### src/rtl/c8ex_pkg.sv
// Shared types and constants of the CHIP-8 instruction executor.
// Holds the micro-operation codes, controller states, instruction field
// codes and the command and status structs; depends on nothing.
package c8ex_pkg;

  localparam int FRAME_W = 64;
  localparam int FRAME_H = 32;

  localparam logic [11:0] PC_RESET   = 12'h200;
  localparam logic [11:0] FONT_RESET = 12'h050;

  localparam logic [3:0] CFG_FONT = 4'd1;

  localparam logic [1:0] OP_WRMEM = 2'd0;
  localparam logic [1:0] OP_EXEC  = 2'd1;
  localparam logic [1:0] OP_RDPIX = 2'd2;
  localparam logic [1:0] OP_RDMEM = 2'd3;

  localparam logic [1:0] FLT_NONE = 2'd0;
  localparam logic [1:0] FLT_OVF  = 2'd1;
  localparam logic [1:0] FLT_UNF  = 2'd2;

  localparam logic [3:0] OPC_SYS  = 4'h0;
  localparam logic [3:0] OPC_JP   = 4'h1;
  localparam logic [3:0] OPC_CALL = 4'h2;
  localparam logic [3:0] OPC_SEQI = 4'h3;
  localparam logic [3:0] OPC_SNEI = 4'h4;
  localparam logic [3:0] OPC_SEQR = 4'h5;
  localparam logic [3:0] OPC_LDI  = 4'h6;
  localparam logic [3:0] OPC_ADDI = 4'h7;
  localparam logic [3:0] OPC_ALU  = 4'h8;
  localparam logic [3:0] OPC_SNER = 4'h9;
  localparam logic [3:0] OPC_LDIX = 4'hA;
  localparam logic [3:0] OPC_JPV0 = 4'hB;
  localparam logic [3:0] OPC_RND  = 4'hC;
  localparam logic [3:0] OPC_DRW  = 4'hD;
  localparam logic [3:0] OPC_KEY  = 4'hE;
  localparam logic [3:0] OPC_MISC = 4'hF;

  localparam logic [3:0] ALU_MOV = 4'h0;
  localparam logic [3:0] ALU_OR  = 4'h1;
  localparam logic [3:0] ALU_AND = 4'h2;
  localparam logic [3:0] ALU_XOR = 4'h3;
  localparam logic [3:0] ALU_ADD = 4'h4;
  localparam logic [3:0] ALU_SUB = 4'h5;
  localparam logic [3:0] ALU_SHR = 4'h6;
  localparam logic [3:0] ALU_SBN = 4'h7;
  localparam logic [3:0] ALU_SHL = 4'hE;

  localparam logic [7:0] NN_CLS   = 8'hE0;
  localparam logic [7:0] NN_RET   = 8'hEE;
  localparam logic [7:0] NN_SKP   = 8'h9E;
  localparam logic [7:0] NN_SKNP  = 8'hA1;
  localparam logic [7:0] NN_WAITK = 8'h0A;
  localparam logic [7:0] NN_ADDIX = 8'h1E;
  localparam logic [7:0] NN_FONT  = 8'h29;
  localparam logic [7:0] NN_BCD   = 8'h33;
  localparam logic [7:0] NN_STORE = 8'h55;
  localparam logic [7:0] NN_LOAD  = 8'h65;

  typedef enum logic [3:0] {
    U_NOP, U_LATCH, U_SEL, U_F1, U_F2, U_EXE, U_RETW, U_VFW,
    U_DRD, U_DWR, U_BCD, U_SRD, U_SWR, U_LRD, U_LWR, U_FIN
  } uop_e;

  typedef enum logic [4:0] {
    S_IDLE, S_SEL, S_MRDW, S_PRDW, S_F1, S_F2, S_DEC, S_EXE, S_RETW,
    S_VFW, S_DRD, S_DWR, S_BCD, S_SRD, S_SWR, S_LRD, S_LWR, S_FIN
  } state_e;

  typedef struct packed {
    uop_e uop;
  } cmd_t;

  typedef struct packed {
    logic [1:0] op;
    logic [3:0] opc;
    logic [3:0] x;
    logic [7:0] nn;
    logic [3:0] n;
    logic       row_more;
    logic       cnt_eq_x;
    logic       cnt_eq2;
    logic       stk_empty;
  } stat_t;

endpackage

### src/rtl/c8ex_ctrl.sv
// Controller state machine of the CHIP-8 executor.
// Sequences memory and pixel accesses, fetch, execute and the row, digit and register loops; uses c8ex_pkg.
module c8ex_ctrl import c8ex_pkg::*; (
  input  logic  clk_i,
  input  logic  rst_ni,
  input  logic  in_valid_i,
  output logic  in_ready_o,
  output logic  out_valid_o,
  input  logic  out_ready_i,
  input  stat_t st_i,
  output cmd_t  cmd_o
);

  state_e state_q, state_d;
  logic   ov_q, ov_d;

  always_ff @(posedge clk_i or negedge rst_ni) begin
    if (!rst_ni) begin
      state_q <= S_IDLE;
      ov_q    <= 1'b0;
    end else begin
      state_q <= state_d;
      ov_q    <= ov_d;
    end
  end

  assign in_ready_o  = (state_q == S_IDLE);
  assign out_valid_o = ov_q;

  always_comb begin
    state_d   = state_q;
    cmd_o.uop = U_NOP;
    ov_d      = ov_q && !out_ready_i;
    case (state_q)
      S_IDLE: begin
        if (in_valid_i) begin
          cmd_o.uop = U_LATCH;
          state_d   = S_SEL;
        end
      end
      S_SEL: begin
        cmd_o.uop = U_SEL;
        case (st_i.op)
          OP_WRMEM: state_d = S_FIN;
          OP_RDMEM: state_d = S_MRDW;
          OP_RDPIX: state_d = S_PRDW;
          default:  state_d = S_F1;
        endcase
      end
      S_MRDW, S_PRDW: begin
        cmd_o.uop = U_F2;
        state_d   = S_FIN;
      end
      S_F1: begin
        cmd_o.uop = U_F1;
        state_d   = S_F2;
      end
      S_F2: begin
        cmd_o.uop = U_F2;
        state_d   = S_DEC;
      end
      S_DEC: state_d = S_EXE;
      S_EXE: begin
        cmd_o.uop = U_EXE;
        state_d   = S_FIN;
        case (st_i.opc)
          OPC_SYS: begin
            if (st_i.x == 4'h0 && st_i.nn == NN_RET && !st_i.stk_empty) begin
              state_d = S_RETW;
            end
          end
          OPC_ALU: begin
            if (st_i.n == ALU_ADD || st_i.n == ALU_SUB || st_i.n == ALU_SHR ||
                st_i.n == ALU_SBN || st_i.n == ALU_SHL) begin
              state_d = S_VFW;
            end
          end
          OPC_DRW: state_d = S_DRD;
          OPC_MISC: begin
            if (st_i.nn == NN_BCD) begin
              state_d = S_BCD;
            end else if (st_i.nn == NN_STORE) begin
              state_d = S_SRD;
            end else if (st_i.nn == NN_LOAD) begin
              state_d = S_LRD;
            end
          end
          default: state_d = S_FIN;
        endcase
      end
      S_RETW: begin
        cmd_o.uop = U_RETW;
        state_d   = S_FIN;
      end
      S_VFW: begin
        cmd_o.uop = U_VFW;
        state_d   = S_FIN;
      end
      S_DRD: begin
        if (st_i.row_more) begin
          cmd_o.uop = U_DRD;
          state_d   = S_DWR;
        end else begin
          state_d = S_VFW;
        end
      end
      S_DWR: begin
        cmd_o.uop = U_DWR;
        state_d   = S_DRD;
      end
      S_BCD: begin
        cmd_o.uop = U_BCD;
        if (st_i.cnt_eq2) begin
          state_d = S_FIN;
        end
      end
      S_SRD: begin
        cmd_o.uop = U_SRD;
        state_d   = S_SWR;
      end
      S_SWR: begin
        cmd_o.uop = U_SWR;
        state_d   = st_i.cnt_eq_x ? S_FIN : S_SRD;
      end
      S_LRD: begin
        cmd_o.uop = U_LRD;
        state_d   = S_LWR;
      end
      S_LWR: begin
        cmd_o.uop = U_LWR;
        state_d   = st_i.cnt_eq_x ? S_FIN : S_LRD;
      end
      S_FIN: begin
        if (!ov_q || out_ready_i) begin
          cmd_o.uop = U_FIN;
          ov_d      = 1'b1;
          state_d   = S_IDLE;
        end
      end
      default: state_d = S_IDLE;
    endcase
  end

endmodule

### config.mk
export PLATFORM = sky130hd
export DESIGN_NAME = c8ex_ctrl
export DESIGN_NICKNAME = d
export VERILOG_FILES = /design/src/rtl/c8ex_pkg.sv /design/src/rtl/c8ex_ctrl.sv
export SDC_FILE = /design/constraint.sdc
export NUM_CORES = 1
export LEC_CHECK = 0
export BUFFER_PORTS_ARGS = -buffer_cell sky130_fd_sc_hd__buf_2
export CAP_MARGIN = 25
export CORE_MARGIN = 3
export CORE_UTILIZATION = 43
export DETAILED_ROUTE_END_ITERATION = 12
export GPL_TIMING_DRIVEN = 0
export PLACE_DENSITY = 0.75
export SYNTH_ARGS = -nofsm -noshare
export SYNTH_HDL_FRONTEND = slang
export SYNTH_SLANG_ARGS = --single-unit
### constraint.sdc
create_clock -name clk_i -period 1.45 [get_ports clk_i]
set_input_delay 0.2175 -clock clk_i [delete_from_list [all_inputs] [get_ports clk_i]]
set_output_delay 0.2175 -clock clk_i [all_outputs]
set_load 0.1 [all_outputs]
After elaboration in Yosys (flattened, before gate mapping)
Cells that the tools add are included.
{ "classes": {"eq_ne": 34, "muxes": 20, "n_reduce_logical": 18} }
{ "op_table": {"columns": ["cell", "count"], "rows": [
  ["one-hot mux 5 bit (15 select lines)", 1],
  ["one-hot mux 4 bit (15 select lines)", 1],
  ["two-way mux 5 bit", 10],
  ["equality test 5 x 4 -> 1 bit (second input constant)", 8],
  ["equality test 5 x 3 -> 1 bit (second input constant)", 4],
  ["one-hot mux 5 bit (4 select lines)", 1],
  ["equality test 4 x 3 -> 1 bit (second input constant)", 4],
  ["equality test 4 bit (second input constant)", 4],
  ["equality test 8 x 7 -> 1 bit (second input constant)", 2],
  ["one-hot mux 5 bit (3 select lines)", 1],
  ["equality test 5 x 2 -> 1 bit (second input constant)", 2],
  ["equality test 5 bit (second input constant)", 2],
  ["equality test 8 x 6 -> 1 bit (second input constant)", 1],
  ["equality test 8 bit (second input constant)", 1],
  ["zero test 4 bit", 2],
  ["two-way mux 4 bit", 2],
  ["inequality test 2 bit (second input constant)", 3],
  ["equality test 5 x 1 -> 1 bit (second input constant)", 1],
  ["zero test 5 bit", 1],
  ["logical OR 1 bit", 5],
  ["equality test 2 bit (second input constant)", 2],
  ["OR reduction 4 bit", 1],
  ["logical AND 1 bit", 3],
  ["zero test 1 bit", 3],
  ["5 further kinds", 7]
]} }
{ "totals": {"register_bits": 6, "inputBits": 30, "output_inout_bits": 6} }

Logic depth before layout (Yosys ltp)
{ "logic_depth": {"word_depth": 8, "mapped_depth": 7} }

Worst setup path after synthesis
OpenSTA, ideal clock, no wires.
{ "synth_timing": {"path_type": "flip-flop to output port", "from": "reg ov_q (netlist: out_valid_o)", "to": "out cmd_o[1] (netlist bit)", "t_arrival_ns": 5.892, "setup_slack_ns": -4.659, "stages_incl_launch_ff": 5, "n_path_buf": 0, "path_cell_list": "dfrtp_1 -> nor2b_1 -> nand2_1 -> nand2b_1 -> a2111oi_0"} }
{ "synth_rtl": {"columns": ["element", "line", "source"], "rows": [
  ["start, declared", "c8ex_ctrl.sv:15", "logic ov_q, ov_d;"],
  ["start signal, assigned", "c8ex_ctrl.sv:23", "ov_q <= ov_d;"],
  ["end, declared", "c8ex_ctrl.sv:11", "output cmd_t cmd_o"]
]} }

==> results.toml <==
[clock_tree]
insertion_delay_ns = 0.26
path_clk_slew_ns = 0.06
cts_made_buffers = 3
root_buffer = "clkbuf_4"
cts_tree = "yes"
clock-sinks = 6
cts.htree.levels = 1
cts_buffer_depth = 2

[yosys]
synth_edf_count = 0
yosys-top-cells-count = "11 x nand2_1, 9 x o21ai_0, 7 x nand2b_1, 7 x nor2_1, 7 x nor3_1"
yosys_warnings = 0
syn-num-nets = 153
avgSynthCellArea_um2 = 7.27
synthTopCellsByArea = "dfrtp_1 17%, o21ai_0 5.0%, nand2b_1 4.9%"
ys_seq_elements = 6
syn_area_um2 = 895
synth_most_common_cell = "nand2_1"
ys_types = 54
synth_top_area_share = 0.168
synthArstFlopShare = 1.00
synth_seq_area_share = 0.168
ys.flop_type = "dfrtp_1"
synthCells = 123
yosysTopAreaCell = "dfrtp_1"

[timing]
setup_viol = 10
max_freq_mhz = 511
finalHoldViolations = 0
whs_ns = 0.303
setup_slack_ns = -0.509
slew_headroom = 0.629
skew_ns = 0.0129
fin_crit_ns = 1.96
rsz0062_at_grt = "yes"
drv_slew = 0
worst_pin_slew_ns = 0.551
post-route-period-util = 1.35
setup_tns_ns = -3.24

[power]
p_int_w = 0.00161
power.switching_w = 0.00216
total_power_w = 0.00377
p_sw_frac = 0.572
ir_drop_v = 0.00226
clkPwrFrac = 0.048
pwr-share-seq = 0.091
p_leak_nw = 0.681
power_density_mw_per_mm2 = 2360
power_frac_comb = 0.861

[global_route]
grt_pass1_vias = 1431
grt_first_pass_wirelength_um = 7310
antenna_found_initial = 0
grt_overflow = 0
globalRouteTotalUtil = 0.375
grt_max_degree = 11

[critical_path]
crit_fanout = 7
timing.rr.start = "state_q[1]"
slowest_delay_ns = 0.41
arrival_ns = 1.74
crit_chain = "buf_6 > buf_8 > a222oi_1 > o22ai_2 > buf_12"
reg2reg_slack_ns = -0.30
critPathKind = "register to output pin"
worst-endpoint-required_ns = 1.23
r2r-end = "state_q[4]"
cp-end-kind = "output pin"
critPathLaunchType = "register"
worst_path_max_delay_cell = "dfrtp_1"
reg2reg_depth = 7

[run]
drv_cap = 0

[placed_design]
placed_cells = 183
port_buffers = 35
gp_congestion = 0.917
dp_hpwl_um = 2190

[finish]
drive_gt1_frac = 0.581
instances_no_fill = 204
antenna_cells = 0
fin_nets = 210
area_delta_synth_final_pct = 78.3

[floorplan]
die_y_um = 51.6
placementRows = 15
die_w_um = 51.6
dieArea_mm2 = 0.00266
io_pins = 36
fp.coreArea_mm2 = 0.00184
initial_core_util = 0.486

[routing]
postRouteAntennaNets = 0
drc = 0
drt-pass1-iter-count = 6
drt_iter0_drc = 158
wl_per_cell_um = 23.8
wirelength_um = 4860
route.vias.total = 1476
viasPerCell = 7.24

[outcome]
outcome = "finished, violations left"
violations = "setup timing"

[hold_path]
holdPathStages = 3
min_from = "out_ready_i"
min_path_type = "primary input to register"
min_to = "out_valid_o"
## flip-flops by register name (all words and copies together) (netlist names)
signal,cells
out_valid_o,1
state_q,5
## critical path: cells and delay by family, from the launching register on
family,cells,cell delay [ns]
DFF,1,0.41
buffers and inverters,3,0.47
AOI/OAI and AO/OA,2,0.59
## kinds of logic (layout without fill, tap and decap cells)
| family | Yosys count | count (layout) | synth area share |
|---|---|---|---|
| AOI/OAI and AO/OA | 40 | 40 | 0.313 |
| xor gates and xnor gates | 2 | 2 | 0.0196 |
| buffers and inverters | 13 | 69 | 0.0615 |
| DFF | 6 | 6 | 0.168 |
| and+or+nand+nor | 62 | 62 | 0.438 |
## routing by layer
metal | global-route usage | part of all wire | vias to the layer above | routed length (um)
li1 | - | - | 584 | -
met1 | 0.430 | 0.32 | 663 | 1570
met2 | 0.604 | 0.46 | 170 | 2250
met3 | 0.0831 | 0.13 | 59 | 623
met4 | 0.279 | 0.085 | 0 | 412
met5 | 0 | 0 | - | 0
## worst max path at each step
stage | startpoint | to | slack, ns | cells past startpoint
CTS | state_q[3] | cmd_o[0] | -0.45 | 6
global route | state_q[1] | cmd_o[0] | -0.50 | 5
global placement | state_q[0] | cmd_o[0] | -0.65 | 7
floorplan | out_valid_o | cmd_o[1] | -0.88 | 4
finish | state_q[3] | cmd_o[0] | -0.51 | 5
detailed placement | state_q[0] | cmd_o[0] | -0.67 | 7
## power groups by stage
stage	clock network [W]	logic, W	registers, W
after floorplan	0	0.00177	0.000338
after global routing	0.000184	0.00337	0.000346
after CTS	0.000171	0.00296	0.000321
final	0.000181	0.00325	0.000345
after detailed placement	0	0.00221	0.000273
after global placement	0	0.00219	0.000271
## layout make-up
class                   instances  area, um2
repair buffers                 54        405
well taps                      25       31.3
multi-input cells             104        876
clock buffers                   4       26.3
fillers                        94        244
inverters                       3       11.3
flip-flops and latches          6        158
plain buffers                   8       87.6
## stage by stage
step | setup slack, ns | area (um2) | utilization
floorplan | -0.876 | 973 | -
global placement | -0.653 | 1180 | 0.641
detailed placement | -0.668 | 1180 | 0.641
CTS | -0.449 | 1550 | 0.841
global route | -0.503 | 1600 | 0.867
finish | -0.509 | 1600 | 0.867
## layout by cell type, fill, tap and decap left out, drive strengths merged, types with 2 or more instances in the layout
cell,n
buf,56
clkbuf,9
inv,3
o21ai,11
a211oi,2
a31oi,2
nor4,5
a21oi,6
nor3b,2
o211ai,3
nand3,5
nor2b,4
nand2b,7
dfrtp,6
nand3b,2
nor2,7
nor3,7
nand2,11
## what timing repair did
action	4_1_cts	5_1_grt
gates resized for setup	60	12
hold buffers	1	0
endpoints found under the hold margin	6	0
cloned	0	0
pin swaps	11	9
buffers inserted	17	2
setup endpoints to repair	10	10
Note: power is estimated with default switching activity, not from simulation.
